**src/hw/rtl/pmao_pkg.sv**
```systemverilog
// ----------------------------------------------------------------------------
// pmao_pkg
// Shared types, constants and the divider step for the ping moving average.
// ----------------------------------------------------------------------------
`default_nettype none

package pmao_pkg;

   localparam int RING_DEPTH  = 8;
   localparam int SAMPLE_BITS = 24;
   localparam int PTR_BITS    = $clog2(RING_DEPTH);
   localparam int CNT_BITS    = $clog2(RING_DEPTH + 1);
   localparam int SUM_BITS    = SAMPLE_BITS + PTR_BITS;
   localparam int AUTO_BITS   = 25;
   localparam int CHASE_BITS  = 26;

   // The divider retires DIV_DIGITS quotient bits per cycle.
   localparam int DIV_DIGITS  = 7;
   localparam int DIV_STEPS   = (SUM_BITS + DIV_DIGITS - 1) / DIV_DIGITS;
   localparam int DIV_BITS    = DIV_STEPS * DIV_DIGITS;
   localparam int STEP_BITS   = (DIV_STEPS > 1) ? $clog2(DIV_STEPS) : 1;

   // Configuration register select, taken from address bit 2.
   localparam logic CSR_OFFSET_MODE = 1'b0;
   localparam logic CSR_AUTO_OFFSET = 1'b1;

   typedef enum logic [1:0] {
      ST_IDLE,
      ST_READ,
      ST_DIV,
      ST_FINISH
   } state_type;

   typedef struct packed {
      logic [CNT_BITS-1:0]   rem;
      logic [DIV_DIGITS-1:0] quo;
   } div_step_type;

   // One radix-2^DIV_DIGITS step of restoring division by a small divisor.
   function automatic div_step_type div_step(input logic [CNT_BITS-1:0]   rem,
                                             input logic [DIV_DIGITS-1:0] digits,
                                             input logic [CNT_BITS-1:0]   divisor);
      div_step_type        res;
      logic [CNT_BITS:0]   r;
      logic [CNT_BITS-1:0] cur;
      cur = rem;
      res.quo = '0;
      for (int i = DIV_DIGITS - 1; i >= 0; i--) begin
         r = {cur, digits[i]};
         if (r >= {1'b0, divisor}) begin
            r = r - {1'b0, divisor};
            res.quo[i] = 1'b1;
         end
         cur = r[CNT_BITS-1:0];
      end
      res.rem = cur;
      return res;
   endfunction

endpackage

`default_nettype wire

```
**src/hw/rtl/pmao_ram.sv**
```systemverilog
// ----------------------------------------------------------------------------
// pmao_ram
// Generic single-port RAM with one write and a registered read per cycle.
// ----------------------------------------------------------------------------
`default_nettype none

module pmao_ram #(
   parameter int WIDTH = 8,
   parameter int DEPTH = 8
) (
   input  wire logic                     clock,
   input  wire logic                     we,
   input  wire logic [$clog2(DEPTH)-1:0] addr,
   input  wire logic [WIDTH-1:0]         wdata,
   output logic      [WIDTH-1:0]         rdata
);

   logic [WIDTH-1:0] mem_ff [DEPTH];
   logic [WIDTH-1:0] rdata_ff;

   always_ff @(posedge clock) begin
      if (we) begin
         mem_ff[addr] <= wdata;
      end
      rdata_ff <= mem_ff[addr];
   end

   assign rdata = rdata_ff;

endmodule

`default_nettype wire

```
**src/hw/rtl/pmao_div.sv**
```systemverilog
// ----------------------------------------------------------------------------
// pmao_div
// Iterative divider of the running sum by the fill count, several bits a cycle.
// ----------------------------------------------------------------------------
`default_nettype none

module pmao_div (
   input  wire logic                               clock,
   input  wire logic                               reset,
   input  wire logic                               start,
   input  wire logic [pmao_pkg::SUM_BITS-1:0]      dividend,
   input  wire logic [pmao_pkg::CNT_BITS-1:0]      divisor,
   output logic                                    done,
   output logic      [pmao_pkg::SAMPLE_BITS-1:0]   quotient
);

   logic [pmao_pkg::DIV_BITS-1:0]  num_ff, num_in;
   logic [pmao_pkg::CNT_BITS-1:0]  rem_ff, rem_in;
   logic [pmao_pkg::CNT_BITS-1:0]  div_ff, div_in;
   logic [pmao_pkg::STEP_BITS-1:0] step_ff, step_in;
   logic                           run_ff, run_in;
   logic                           done_ff, done_in;
   pmao_pkg::div_step_type         step_res;

   always_comb begin
      step_res = pmao_pkg::div_step(rem_ff,
                    num_ff[pmao_pkg::DIV_BITS-1 -: pmao_pkg::DIV_DIGITS], div_ff);
      num_in  = num_ff;
      rem_in  = rem_ff;
      div_in  = div_ff;
      step_in = step_ff;
      run_in  = run_ff;
      done_in = done_ff;
      if (start) begin
         num_in  = pmao_pkg::DIV_BITS'(dividend);
         rem_in  = '0;
         div_in  = divisor;
         step_in = '0;
         run_in  = 1'b1;
         done_in = 1'b0;
      end else if (run_ff) begin
         // Consumed dividend bits leave at the top, quotient bits enter below.
         num_in  = {num_ff[pmao_pkg::DIV_BITS-pmao_pkg::DIV_DIGITS-1:0], step_res.quo};
         rem_in  = step_res.rem;
         step_in = step_ff + 1'b1;
         if (step_ff == pmao_pkg::STEP_BITS'(pmao_pkg::DIV_STEPS - 1)) begin
            run_in  = 1'b0;
            done_in = 1'b1;
         end
      end
   end

   always_ff @(posedge clock) begin
      if (reset) begin
         run_ff  <= 1'b0;
         done_ff <= 1'b0;
         step_ff <= '0;
      end else begin
         run_ff  <= run_in;
         done_ff <= done_in;
         step_ff <= step_in;
      end
      num_ff <= num_in;
      rem_ff <= rem_in;
      div_ff <= div_in;
   end

   assign done     = done_ff;
   assign quotient = num_ff[pmao_pkg::SAMPLE_BITS-1:0];

endmodule

`default_nettype wire

```
**src/hw/rtl/ping_moving_average_offset.sv**
```systemverilog
// ----------------------------------------------------------------------------
// ping_moving_average_offset
// Moving average of round-trip delay samples over an eight-entry ring.
// ----------------------------------------------------------------------------
// Each request item either adds a delay sample (microseconds) or clears the
// filter, and each one yields exactly one response item. The response holds
// the floor average over the entries filled so far, the fill count (which
// saturates at the ring depth) and, when offset mode is set, the chase offset
// auto_offset minus average. A sample item occupies the block from its
// acceptance until the next item can be taken: the block reads the oldest
// entry from the ring RAM, updates the running sum and writes the new sample
// back, runs the divider, which retires seven quotient bits a cycle, and
// hands the result on once the response register is free. A clear item
// goes straight to the hand-over. The response register frees the
// input side, so a new item is accepted while a result still waits on the
// response channel. There is no clearing pass after reset or clear: an entry
// is only read back once the ring has been filled, so the fill count alone
// tells whether the stored value counts. Configuration registers are written
// through the APB port at byte address 0 (offset_mode) and 4 (auto_offset);
// address bit 2 selects the register.
// ----------------------------------------------------------------------------
`default_nettype none

module ping_moving_average_offset (
   input  wire logic        clock,
   input  wire logic        reset,
   // Request channel.
   input  wire logic        req_tvalid,
   output logic             req_tready,
   input  wire logic [23:0] req_tdata,   // [23:0] delay_sample
   input  wire logic        req_tuser,   // [0] action (1 = clear)
   // Response channel.
   output logic             rsp_tvalid,
   input  wire logic        rsp_tready,
   output logic      [55:0] rsp_tdata,   // [23:0] average, [27:24] entries_used,
                                         // [53:28] chase_offset, [55:54] zero
   output logic             rsp_tuser,   // [0] chase_offset_valid
   // Configuration port.
   input  wire logic        csr_psel,
   input  wire logic        csr_penable,
   input  wire logic        csr_pwrite,
   input  wire logic [2:0]  csr_paddr,
   input  wire logic [31:0] csr_pwdata,
   output logic      [31:0] csr_prdata,
   output logic             csr_pready
);

   localparam int SB = pmao_pkg::SAMPLE_BITS;
   localparam int PB = pmao_pkg::PTR_BITS;
   localparam int CB = pmao_pkg::CNT_BITS;
   localparam int UB = pmao_pkg::SUM_BITS;
   localparam int AB = pmao_pkg::AUTO_BITS;
   localparam int OB = pmao_pkg::CHASE_BITS;

   // Configuration registers.
   logic          offset_mode_ff;
   logic [AB-1:0] auto_offset_ff;
   logic          csr_write;

   // Filter state and control.
   pmao_pkg::state_type state_ff, state_in;
   logic [PB-1:0] wp_ff, wp_in;
   logic [CB-1:0] count_ff, count_in;
   logic [UB-1:0] sum_ff, sum_in;
   logic [SB-1:0] sample_ff, sample_in;
   logic          clear_ff, clear_in;

   // Response register.
   logic          rsp_valid_ff, rsp_valid_in;
   logic [55:0]   rsp_data_ff, rsp_data_in;
   logic          rsp_user_ff, rsp_user_in;

   // RAM and divider connections.
   logic          ram_we;
   logic [SB-1:0] ram_rdata;
   logic [SB-1:0] old_sample;
   logic          div_start;
   logic          div_done;
   logic [SB-1:0] div_quotient;
   logic [SB-1:0] avg;
   logic [OB-1:0] chase;
   logic          chase_ok;

   // ------------------------------------------------------------------------
   // Configuration port: zero wait states, writes on the access phase.
   // ------------------------------------------------------------------------
   assign csr_pready = 1'b1;
   assign csr_write  = csr_psel && csr_penable && csr_pwrite && csr_pready;

   always_ff @(posedge clock) begin
      if (reset) begin
         offset_mode_ff <= 1'b0;
         auto_offset_ff <= '0;
      end else if (csr_write) begin
         unique case (csr_paddr[2])
            pmao_pkg::CSR_OFFSET_MODE: offset_mode_ff <= csr_pwdata[0];
            pmao_pkg::CSR_AUTO_OFFSET: auto_offset_ff <= csr_pwdata[AB-1:0];
            default: ;
         endcase
      end
   end

   always_comb begin
      unique case (csr_paddr[2])
         pmao_pkg::CSR_OFFSET_MODE: csr_prdata = {31'b0, offset_mode_ff};
         pmao_pkg::CSR_AUTO_OFFSET: csr_prdata = {{(32-AB){auto_offset_ff[AB-1]}},
                                                  auto_offset_ff};
         default:                   csr_prdata = '0;
      endcase
   end

   // ------------------------------------------------------------------------
   // Sample ring. The entry under the write pointer is read as the item is
   // accepted and overwritten on the next cycle. The next read comes only
   // after the block is idle again, so no forwarding is needed.
   // ------------------------------------------------------------------------
   pmao_ram #(
      .WIDTH (SB),
      .DEPTH (pmao_pkg::RING_DEPTH)
   ) u_ring (
      .clock (clock),
      .we    (ram_we),
      .addr  (wp_ff),
      .wdata (sample_ff),
      .rdata (ram_rdata)
   );

   // While the ring is still filling, the slot under the pointer has not been
   // written since the last clear and counts as zero.
   assign old_sample = (count_ff == CB'(pmao_pkg::RING_DEPTH)) ? ram_rdata : '0;

   pmao_div u_div (
      .clock    (clock),
      .reset    (reset),
      .start    (div_start),
      .dividend (sum_in),
      .divisor  (count_in),
      .done     (div_done),
      .quotient (div_quotient)
   );

   // Result fields: a clear gives all zeros.
   assign avg      = clear_ff ? '0 : div_quotient;
   assign chase_ok = offset_mode_ff && !clear_ff;
   assign chase    = chase_ok ? ($signed({auto_offset_ff[AB-1], auto_offset_ff})
                                 - $signed({2'b00, avg})) : '0;

   // ------------------------------------------------------------------------
   // Sequencer.
   // ------------------------------------------------------------------------
   always_comb begin
      state_in     = state_ff;
      wp_in        = wp_ff;
      count_in     = count_ff;
      sum_in       = sum_ff;
      sample_in    = sample_ff;
      clear_in     = clear_ff;
      rsp_valid_in = rsp_valid_ff;
      rsp_data_in  = rsp_data_ff;
      rsp_user_in  = rsp_user_ff;
      ram_we       = 1'b0;
      div_start    = 1'b0;
      req_tready   = 1'b0;

      if (rsp_valid_ff && rsp_tready) begin
         rsp_valid_in = 1'b0;
      end

      unique case (state_ff)
         pmao_pkg::ST_IDLE: begin
            req_tready = 1'b1;
            if (req_tvalid) begin
               sample_in = req_tdata[SB-1:0];
               clear_in  = req_tuser;
               if (req_tuser) begin
                  wp_in    = '0;
                  count_in = '0;
                  sum_in   = '0;
                  state_in = pmao_pkg::ST_FINISH;
               end else begin
                  state_in = pmao_pkg::ST_READ;
               end
            end
         end
         pmao_pkg::ST_READ: begin
            ram_we    = 1'b1;
            sum_in    = sum_ff - UB'(old_sample) + UB'(sample_ff);
            wp_in     = (wp_ff == PB'(pmao_pkg::RING_DEPTH - 1)) ? '0 : wp_ff + 1'b1;
            count_in  = (count_ff == CB'(pmao_pkg::RING_DEPTH)) ? count_ff
                                                               : count_ff + 1'b1;
            div_start = 1'b1;
            state_in  = pmao_pkg::ST_DIV;
         end
         pmao_pkg::ST_DIV: begin
            if (div_done) begin
               state_in = pmao_pkg::ST_FINISH;
            end
         end
         pmao_pkg::ST_FINISH: begin
            if (!rsp_valid_ff || rsp_tready) begin
               rsp_valid_in = 1'b1;
               rsp_data_in  = {2'b00, chase, count_ff, avg};
               rsp_user_in  = chase_ok;
               state_in     = pmao_pkg::ST_IDLE;
            end
         end
         default: state_in = pmao_pkg::ST_IDLE;
      endcase
   end

   always_ff @(posedge clock) begin
      if (reset) begin
         state_ff     <= pmao_pkg::ST_IDLE;
         wp_ff        <= '0;
         count_ff     <= '0;
         sum_ff       <= '0;
         rsp_valid_ff <= 1'b0;
      end else begin
         state_ff     <= state_in;
         wp_ff        <= wp_in;
         count_ff     <= count_in;
         sum_ff       <= sum_in;
         rsp_valid_ff <= rsp_valid_in;
      end
      sample_ff   <= sample_in;
      clear_ff    <= clear_in;
      rsp_data_ff <= rsp_data_in;
      rsp_user_ff <= rsp_user_in;
   end

   assign rsp_tvalid = rsp_valid_ff;
   assign rsp_tdata  = rsp_data_ff;
   assign rsp_tuser  = rsp_user_ff;

   // ------------------------------------------------------------------------
   // Assertions.
   // ------------------------------------------------------------------------

   // Until the ring is full, the write pointer equals the fill count.
   a_ptr_tracks_count: assert property (@(posedge clock) disable iff (reset)
      (count_ff != CB'(pmao_pkg::RING_DEPTH)) |-> (wp_ff == count_ff[PB-1:0]))
      else $error("write pointer out of step with fill count");

   // The fill count never exceeds the ring depth.
   a_count_range: assert property (@(posedge clock) disable iff (reset)
      count_ff <= CB'(pmao_pkg::RING_DEPTH))
      else $error("fill count above ring depth");

   // An accepted clear item leaves an empty filter behind.
   a_clear_empties: assert property (@(posedge clock) disable iff (reset)
      (req_tvalid && req_tready && req_tuser) |=>
         (count_ff == '0 && sum_ff == '0 && wp_ff == '0))
      else $error("clear item did not empty the filter");

   // The divider only finishes while the sequencer waits for it.
   a_div_done_in_div: assert property (@(posedge clock) disable iff (reset)
      $rose(div_done) |-> (state_ff == pmao_pkg::ST_DIV))
      else $error("divider finished outside the divide state");

endmodule

`default_nettype wire
```
**config.mk**
```make
export PLATFORM = sky130hd
export DESIGN_NAME = ping_moving_average_offset
export DESIGN_NICKNAME = d
export VERILOG_FILES = /design/src/hw/rtl/pmao_pkg.sv /design/src/hw/rtl/pmao_ram.sv /design/src/hw/rtl/pmao_div.sv /design/src/hw/rtl/ping_moving_average_offset.sv
export SDC_FILE = /design/constraint.sdc
export NUM_CORES = 1
export LEC_CHECK = 0
export BUFFER_PORTS_ARGS = -buffer_cell sky130_fd_sc_hd__buf_2
export CELL_PAD_IN_SITES_DETAIL_PLACEMENT = 1
export CELL_PAD_IN_SITES_GLOBAL_PLACEMENT = 1
export CORE_MARGIN = 2
export CORE_UTILIZATION = 45
export CTS_CLUSTER_DIAMETER = 80
export CTS_CLUSTER_SIZE = 14
export DETAILED_ROUTE_END_ITERATION = 10
export GPL_TIMING_DRIVEN = 0
export HOLD_SLACK_MARGIN = 0.1
export PLACE_DENSITY_LB_ADDON = 0.1
export SLEW_MARGIN = 20
export SYNTH_ARGS = -nofsm -noshare
export SYNTH_HDL_FRONTEND = slang
export SYNTH_SLANG_ARGS = --single-unit
```
**constraint.sdc**
```tcl
create_clock -name clock -period 11.7 [get_ports clock]
set_input_delay 2.34 -clock clock [delete_from_list [all_inputs] [get_ports clock]]
set_output_delay 2.34 -clock clock [all_outputs]
set_load 0.005 [all_outputs]
```
# After elaboration in Yosys (flattened, before gate mapping)
# Memory sizes are Yosys's and may differ from the RTL's. A register that Yosys moved wholly into a read port is not among the register bits.
# Index checks and enable logic that the tools add are counted.
dict set report word_totals {
  memories 1
  latch_bits 0
  register_bits 183
  rom_bits 0
  mem_bits_rw 192
}
dict set report classes {
  multipliers 0
  n_eq_ne 10
  n_reduce_logical 18
  n_div 0
  n_lt_le_gt_ge 7
  bitwise_logic 1
  n_shift 0
  n_addsub 13
  mux 45
}
# name depth word_bits rd rd_clocked_by_memory_dff wr line_no
set mem_list {}
lappend mem_list {u_ring.mem_ff 8 24 1 1 1 pmao_ram.sv:18} ;# logic [WIDTH-1:0] mem_ff [DEPTH];
# op n
set ops {}
lappend ops {{$mux W27} 4}
lappend ops {{$pmux W32 S2} 1}
lappend ops {{$pmux W27 S2} 1}
lappend ops {{$mux W24} 2}
lappend ops {{$mux W4} 10}
lappend ops {{$ge A5 B4 Y1} 7}
lappend ops {{$sub A4 B4 Y4} 7}
lappend ops {{$add A27 B24 Y27} 1}
lappend ops {{$sub A27 B24 Y27} 1}
lappend ops {{$sub A25 B25 Y26} 1}
lappend ops {{$mux W1} 17}
lappend ops {{$reduce_and A2 Y1} 5}
lappend ops {{$mux W3} 3}
lappend ops {{$mux W2} 4}
lappend ops {{$pmux W2 S4} 1}
lappend ops {{$pmux W4 S2} 1}
lappend ops {{$eq A2 B2 Y1 const B} 3}
lappend ops {{$ne A2 B2 Y1 const B} 3}
lappend ops {{$pmux W3 S2} 1}
lappend ops {{$reduce_and A3 Y1} 2}
lappend ops {{$add A4 B1 Y4 const B} 1}
lappend ops {{$eq A4 B4 Y1 const B} 1}
lappend ops {{$logic_and A1 B1 Y1} 4}
lappend ops {{$reduce_bool A2 Y1} 2}
lappend ops {{10 further kinds} 11}

# Longest topological paths before layout
# Gate-level depths: netlist of run 1.
dict set report logic_depth {
  ltp_word 16
  depth_mapped 63
  depth_no_buf 60
}

# Modules after synthesis
# A second synthesis of run 1 with hierarchy kept.
dict set report unflattened {
  cells_unflattened 1653
  area_unflattened_um2 20328.2
}
# module n_inst cells_per_inst area_each_um2
set modules_own_cells {}
lappend modules_own_cells {ping_moving_average_offset 1 994 9126.3}
lappend modules_own_cells {pmao_ram 1 343 7881.3}
lappend modules_own_cells {pmao_div 1 316 3320.7}

# Worst setup path after synthesis of run 1
# No wires, ideal clock.
dict set report synth_timing {
  kind {reg2reg}
  startpoint {reg u_div.div_ff[1] (netlist name)}
  endpoint {reg u_div.num_ff[0] (netlist name) (data pin)}
  path_stages_with_launch 61
  synth_period_minus_slack_ns 10.985
  arrival_ns 10.715
  setup_time_ns 0.270
  slack_ns 0.715
  required_time_ns 11.430
  path_buffers 3
  cell_sequence {edfxtp_1 > inv_1 > ha_1 > nor2b_4 > o31a_4 > nor2_2 > mux2i_1 > inv_1 > ha_1 > a21oi_1 > nand3_1 > a21oi_1 > o31ai_1 > buf_4 > nor2_1 > a21oi_1 > ha_1 > or3_1 > [... 25 more ...] > o21a_1 > ha_1 > nor2b_1 > o21ai_0 > nand2b_1 > a31o_2 > a21o_1 > a211o_1 > o21ai_2 > o221a_2 > inv_1 > ha_1 > a21o_1 > a21oi_1 > and2_1 > o211ai_1 > o21ai_1 > a21oi_1}
}
dict set report synth_between {
  elab_chain_len 16
  word_cells_on_any_way 22
  classes_between {add/sub (6); order compare (7); mux (9)}
}
# item line_no
set synth_lines {}
lappend synth_lines {{start, declared} pmao_div.sv:19} ;# logic [pmao_pkg::CNT_BITS-1:0] div_ff, div_in;
lappend synth_lines {{start signal, assigned} pmao_div.sv:65} ;# div_ff <= div_in;
lappend synth_lines {{$sub A4 B4 Y4 or $ge A5 B4 Y1 (tied branches)} {pmao_pkg.sv:51, pmao_pkg.sv:50}}
lappend synth_lines {{$mux W4} pmao_pkg.sv:50} ;# if (r >= {1'b0, divisor}) begin
lappend synth_lines {{$sub A4 B4 Y4 or $ge A5 B4 Y1 (tied branches)} {pmao_pkg.sv:51, pmao_pkg.sv:50}}
lappend synth_lines {{$mux W4} pmao_pkg.sv:50}
lappend synth_lines {{$sub A4 B4 Y4 or $ge A5 B4 Y1 (tied branches)} {pmao_pkg.sv:51, pmao_pkg.sv:50}}
lappend synth_lines {{$mux W4} pmao_pkg.sv:50}
lappend synth_lines {{$ge A5 B4 Y1 or $sub A4 B4 Y4 (tied branches)} {pmao_pkg.sv:50, pmao_pkg.sv:51}}
lappend synth_lines {{$mux W4} pmao_pkg.sv:50}
lappend synth_lines {{$sub A4 B4 Y4 or $ge A5 B4 Y1 (tied branches)} {pmao_pkg.sv:51, pmao_pkg.sv:50}}
lappend synth_lines {{$mux W4} pmao_pkg.sv:50}
lappend synth_lines {{$sub A4 B4 Y4 or $ge A5 B4 Y1 (tied branches)} {pmao_pkg.sv:51, pmao_pkg.sv:50}}
lappend synth_lines {{$mux W4} pmao_pkg.sv:50}
lappend synth_lines {{$ge A5 B4 Y1 (*)} pmao_pkg.sv:50}
lappend synth_lines {{$mux W1 (*)} pmao_pkg.sv:50}
lappend synth_lines {{$mux W27 (*)} pmao_div.sv:41} ;# end else if (run_ff) begin
lappend synth_lines {{$mux W27 (*)} pmao_div.sv:34} ;# if (start) begin
lappend synth_lines {{named net u_div.num_in, one bit} pmao_div.sv:17} ;# logic [pmao_pkg::DIV_BITS-1:0] num_ff, num_in;
lappend synth_lines {{end signal, assigned} pmao_div.sv:63} ;# num_ff <= num_in;
lappend synth_lines {{end, declared} pmao_div.sv:17}
# Mark *: on every way through the listed nets, which the timed path passes. The rest lies on a longest branch. The select of a mux whose other input is x is not followed.
# A chain may end at the register's enable or synchronous reset.

# Worst setup path after layout of run 1
dict set report layout_timing {
  startpoint {reg u_div.div_ff[1] (netlist name)}
  endpoint {reg u_div.rem_ff[2] (netlist name)}
}
dict set report layout_between {
  elab_chain_len 14
  word_cells_on_any_way 21
  classes_between {add/sub (7); order compare (7); mux (7)}
}
# item line_no
set layout_lines {}
lappend layout_lines {{$sub A4 B4 Y4 or $ge A5 B4 Y1 (tied branches)} {pmao_pkg.sv:51, pmao_pkg.sv:50}}
lappend layout_lines {{$mux W4} pmao_pkg.sv:50}
lappend layout_lines {{$sub A4 B4 Y4 or $ge A5 B4 Y1 (tied branches)} {pmao_pkg.sv:51, pmao_pkg.sv:50}}
lappend layout_lines {{$mux W4} pmao_pkg.sv:50}
lappend layout_lines {{$sub A4 B4 Y4 or $ge A5 B4 Y1 (tied branches)} {pmao_pkg.sv:51, pmao_pkg.sv:50}}
lappend layout_lines {{$mux W4} pmao_pkg.sv:50}
lappend layout_lines {{$ge A5 B4 Y1 or $sub A4 B4 Y4 (tied branches)} {pmao_pkg.sv:50, pmao_pkg.sv:51}}
lappend layout_lines {{$mux W4} pmao_pkg.sv:50}
lappend layout_lines {{$sub A4 B4 Y4 or $ge A5 B4 Y1 (tied branches)} {pmao_pkg.sv:51, pmao_pkg.sv:50}}
lappend layout_lines {{$mux W4} pmao_pkg.sv:50}
lappend layout_lines {{$ge A5 B4 Y1 or $sub A4 B4 Y4 (tied branches)} {pmao_pkg.sv:50, pmao_pkg.sv:51}}
lappend layout_lines {{$mux W4} pmao_pkg.sv:50}
lappend layout_lines {{$sub A4 B4 Y4 or $ge A5 B4 Y1 (tied branches)} {pmao_pkg.sv:51, pmao_pkg.sv:50}}
lappend layout_lines {{$mux W4 (*)} pmao_pkg.sv:50}
lappend layout_lines {{end signal, assigned} pmao_div.sv:64} ;# rem_ff <= rem_in;
lappend layout_lines {{end, declared} pmao_div.sv:18} ;# logic [pmao_pkg::CNT_BITS-1:0] rem_ff, rem_in;
# Every way passes the cells marked *; elsewhere a longest branch is shown, timed or not.

==> flow_summary.toml, run 1 <==
[run_status]
status = "finished, final reports clean"

[clock_tree]
clock-sinks = 399
cts_hold_buffers = 0
clockRootBuffer = "clkbuf_16"
insertion_delay_ns = 0.56
cts_tree = "built"
path_clk_slew_ns = 0.07
cts_made_buffers = 35
cts_max_path_buffers = 3
htree_levels = 2

[die]
rows = 76
io_pins = 159
coreArea_um2 = 42890
fp.dieW_um = 212.1
die_area_um2 = 44990
start_util_pct = 45.45
die_h_um = 212.1

[final_layout]
layout_common_cells = "edfxtp_1, inv_1, buf_2"
multi_input_area_um2 = 7744
area.sequential_um2 = 11020
postLayoutCellArea_um2 = 22630
final_nets = 1985
synthToLayoutAreaGrowth_pct = 16.10
diodes = 0
fillers = 4482
layout_commonest_cell = "edfxtp_1"
layout-drive-gt1-share_pct = 20.46

[setup_path]
endpoint_kind = "register"
path_class = "register to register"
cp.arrival_ns = 11.70
path_max_fanout = 10
max_stage_delay_ns = 0.44
cp_slowest_cell = "or3_4"
cp.required_ns = 12.12
critPathLaunchType = "register"

[timing]
clock-skew-final_ns = 0.02083
fin_crit_sh_pct = 96.38
hold_viol_final = 0
fin_crit_ns = 11.28
setup_violations = 0
fmaxAchievable_mhz = 88.68
finalWorstSetupSlack_ns = 0.4239
tightest_slew_ns = 0.9644
slew_violations = 0
slew_headroom_pct = 35.71

[global_routing]
grt_usage_pct = 22.66
overflow = 0
grt_pass1_vias = 13420
grt_pass1_wl_um = 77190
antenna_found_initial = 0
grt_max_degree = 29

[routing]
wl_um = 50160
drt-pass1-iter-count = 6
vias = 12660
routed_via_density = 5.255
final_antenna_net_count = 0
drt-initial-drc-count = 589
wire_per_inst_um = 20.83
drc_errors = 0

[synthesis]
postSynthRegisterBits = 399
yosysWarnings = 0
synth-main-ff-cell = "edfxtp_1"
ys_async_sr_fraction_pct = 0
seq_area_frac_synth_pct = 56.54
synth_area_um2 = 19490
synth.avg_cell_area_um2 = 12.35
syn_inst = 1578
synth_enable_flop_cells = 303
synth.distinct_cells = 75

[placement]
io_buffers = 145
dp_slack_ns = -1.469
place_area_um2 = 21270
place.gp.congestion = 0.8554
dp_hpwl_um = 37120

[run]
drv_cap = 0

[min_path]
hold_class = "register to register"
==> worst max-delay path, delay by kind of cell (launching register included) <==
| kind | cells | cell delay (ns) |
|---|---|---|
| buf+inv | 8 | 0.99 |
| flops | 1 | 0.42 |
| mux | 2 | 0.68 |
| simple gates | 16 | 2.69 |
| compound gates | 27 | 4.48 |
| fa+ha+maj | 7 | 1.89 |
==> metrics by stage <==
step	TNS, ns	hold WS (ns)	util (%)	instances
3_5_place_dp	-6.874	0.4785	49.59	2325
2_1_floorplan	0	0.4455	-	1579
5_1_grt	-0.5477	0.5117	52.76	2408
3_3_place_gp	-6.070	0.4546	48.85	2309
4_1_cts	0	0.4891	52.30	2394
6_report	0	0.4853	52.76	2408
==> final cells by class <==
class,instances,share of cell area [%]
repair buffers,182,5.026
flip-flops and latches,399,48.70
clock buffers,56,4.313
inverters,171,2.870
well taps,585,3.235
multi-input cells,942,34.22
plain buffers,67,1.388
clock inverters,6,0.2433
==> cell families (layout without fill, tap and decap cells) <==
family	count (synthesis)	count (layout)	share of synthesized area, %
flops	399	399	56.54
compound gates	294	294	9.777
xor+xnor	55	55	2.542
other cells	2	3	0.03853
buf+inv	238	482	4.873
fa+ha+maj	120	120	8.936
simple gates	388	388	9.790
mux	82	82	7.498
==> per-layer routing <==
metal  up-vias  routed length [um]  track usage, %  part of all wire [%]
met4         0                 959           6.265                   1.9
met5         -                   0               0                     0
met1      6344               21920           29.51                    44
li1       6048                   -               -                     -
met3        54                1646           2.747                   3.3
met2       209               25630           39.94                    51
==> synthesized netlist by cell type (12+ instances only) <==
master      n  area share, %
ha_1       88            5.6
nand2b_1   46            1.5
a22oi_1    18           0.69
nand2_1    94            1.8
nor3_1     19           0.49
edfxtp_1  303             47
xor2_1     22           0.99
mux4_2     48            5.5
xnor2_1    32            1.4
inv_1     171            3.3
nor2_1    105            2.0
and2_1     52            1.7
nor2b_1    13           0.42
o21ai_0    32           0.82
clkbuf_1   42           0.81
buf_1      12           0.23
mux2_2     28            1.6
fa_1       32            3.3
o21a_1     13           0.50
dfxtp_1    96            9.9
nand3_1    23           0.59
a21oi_1   115            3.0
a21o_1     28            1.1
==> what timing repair did <==
item	CTS	global route
hold endpoints to repair	0	0
pin swaps	2	17
resized for setup	18	19
buffers inserted	7	14
endpoints found under the setup margin	5	5
==> sequential cells by signal, indices dropped and copies added, names as in the netlist, 24 cells and up <==
register        flops
auto_offset_ff     25
rsp_tdata          54
sample_ff          24
sum_ff             27
u_div.num_ff       28
u_ring.mem_ff     192
u_ring.rdata       24
==> path summary, 6_finish.rpt <==
check                                 start                              to  cells after the start  slack (ns)
min reg2reg  auto_offset_ff[0]$_SDFFE_PP0P_  auto_offset_ff[0]$_SDFFE_PP0P_                      2        0.49
min          auto_offset_ff[0]$_SDFFE_PP0P_  auto_offset_ff[0]$_SDFFE_PP0P_                      2        0.49
max               u_div.div_ff[1]$_DFFE_PP_    u_div.rem_ff[2]$_SDFFE_PP0P_                     60        0.42
max reg2reg       u_div.div_ff[1]$_DFFE_PP_    u_div.rem_ff[2]$_SDFFE_PP0P_                     60        0.42
Power of run 1 is not shown: default switching activity piles up to over one toggle a cycle in this logic, so the estimate is an artifact.
==> run 2, diff against run 1 <==
==> constraint.sdc (replaced) <==
create_clock -name clock -period 9.9 [get_ports clock]
set_input_delay 1.98 -clock clock [delete_from_list [all_inputs] [get_ports clock]]
set_output_delay 1.98 -clock clock [all_outputs]
set_load 0.005 [all_outputs]
==> run 2 against run 1 <==
Net effect:
- the flow now finishes with violations (setup timing)
- fmax up 6.3%
- sequential cell count unchanged
- via count is 3.3% higher
- hold slack lost 0.0022 ns
- register-to-register slack got worse by 1.1 ns
- sequential share of layout area shrank 1.7 points
- die area stayed put
- clock skew down 0.0077 ns
- critical path depth fell by 7
- first-iteration DRC count grew 19%
- setup slack got worse by 1.1 ns
- critical path type unchanged
- largest cell class unchanged
==> flow_summary.toml, run 2 (synthesis results as in run 1) <==
[run_status]
status = "finished, violations left"
violations = "setup timing"

[final_layout]
fin_cells = 2467
synthToLayoutAreaGrowth_pct = 20.43
utilization_pct = 54.73
layout-drive-gt1-share_pct = 25.35
largest_reg_flops = 192
largest_register = "u_ring.mem_ff"
diodes = 0
layout_common_cells = "edfxtp_1, inv_1, buf_2"
layout_commonest_cell = "edfxtp_1"
final_nets = 2043

[routing]
vias = 13070
wl_um = 51520
routed_via_density = 5.297
drt-initial-drc-count = 700
drt-pass1-iter-count = 5
wire_per_inst_um = 20.88
final_antenna_net_count = 0
drc_errors = 0

[clock_tree]
cts_made_buffers = 36
clock-sinks = 399
insertion_delay_ns = 0.55
clockRootBuffer = "clkbuf_16"
path_clk_slew_ns = 0.06
htree_levels = 2
cts_max_path_buffers = 3
cts_tree = "built"
cts_hold_buffers = 0

[die]
coreArea_um2 = 42890
io_pins = 159
fp.dieW_um = 212.1
die_h_um = 212.1
rows = 76
start_util_pct = 45.45
die_area_um2 = 44990

[setup_path]
critPathLaunchType = "register"
max_stage_delay_ns = 0.47
cp.required_ns = 10.30
timing.rr.start = "u_div.div_ff[1]$_DFFE_PP_"
cp.arrival_ns = 11.01
critPathBufInv = 7
endpoint_kind = "register"
cp_top_family = "compound AO/OA/AOI/OAI gates"
crit_start = "u_div.div_ff[1]$_DFFE_PP_"
path_max_fanout = 7
path_class = "register to register"
cp_slowest_cell = "edfxtp_1"

[timing]
fmaxAchievable_mhz = 94.28
setup_violations = 5
fin_crit_sh_pct = 107.1
fin_crit_ns = 10.61
holdWs_ns = 0.4830
slew_headroom_pct = 37.48
clock-skew-final_ns = 0.01318
hold_viol_final = 0
finalWorstSetupSlack_ns = -0.7071
setup_tns_ns = -3.245
tightest_slew_ns = 0.9378
rsz0062_at_grt = "yes"
slew_violations = 0

[run]
drv_cap = 0

[global_routing]
overflow = 0
grt_max_degree = 28
grt_usage_pct = 23.17
antenna_found_initial = 0
grt_pass1_wl_um = 79450
grt_pass1_vias = 14080

[placement]
place.gp.congestion = 0.8491
dp_cells = 2326
io_buffers = 145
dp_hpwl_um = 37190

[min_path]
hold_start = "sum_ff[25]$_SDFF_PP0_"
hold_class = "register to register"
run 2: worst register-to-register path: cells and delay by family, from the launching register on:
family                   cells  cell delay, ns
buffers and inverters        7            0.96
flip-flops                   1            0.47
AO/OA/AOI/OAI               25            4.33
multiplexers                 2            0.63
AND/OR/NAND/NOR             12            2.29
adder cells (fa/ha/maj)      7            1.80
run 2: repair_timing:
action / 4_1_cts / 5_1_grt
setup endpoints to repair: 6 / 5
resized for setup: 33 / 38
pin swaps: 31 / 41
gates cloned: 0 / 0
buffers inserted: 68 / 12
run 2: worst paths after layout:
kind | endpoint | slack, ns | cells after the start
worst min register to register | sum_ff[25]$_SDFF_PP0_ | 0.48 | 2
worst max-delay path | u_div.rem_ff[0]$_SDFFE_PP0P_ | -0.71 | 53
worst min-delay path | sum_ff[25]$_SDFF_PP0_ | 0.48 | 2
worst max register to register | u_div.rem_ff[0]$_SDFFE_PP0P_ | -0.71 | 53
run 2: per-layer routing:
layer / track usage [%] / routed length, um / vias to the layer above / share of wire [%]
met5: 0 / 0 / - / 0
met4: 6.678 / 1279 / 0 / 2.5
met3: 2.954 / 1672 / 79 / 3.2
met2: 42.04 / 26380 / 229 / 51
met1: 28.95 / 22180 / 6577 / 43
li1: - / - / 6182 / -
run 2: area by class of cell:
| type | instances | area (um2) |
|---|---|---|
| inverters | 171 | 656.9 |
| repair buffers | 241 | 1597 |
| multi-input cells | 942 | 8082 |
| plain buffers | 65 | 290.3 |
| well taps | 585 | 732.0 |
| flip-flops and latches | 399 | 11020 |
| clock inverters | 9 | 90.09 |
| fillers | 4408 | 19410 |
| clock buffers | 55 | 1003 |
run 2: metrics by stage:
| stage | setup slack, ns | area, um2 |
|---|---|---|
| floorplan | -0.2770 | 19630 |
| global placement | -1.759 | 21090 |
| detailed placement | -1.946 | 21430 |
| CTS | -0.4719 | 23200 |
| global route | -1.129 | 23470 |
| finish | -0.7071 | 23470 |
Power of run 2 is left out for the same reason.
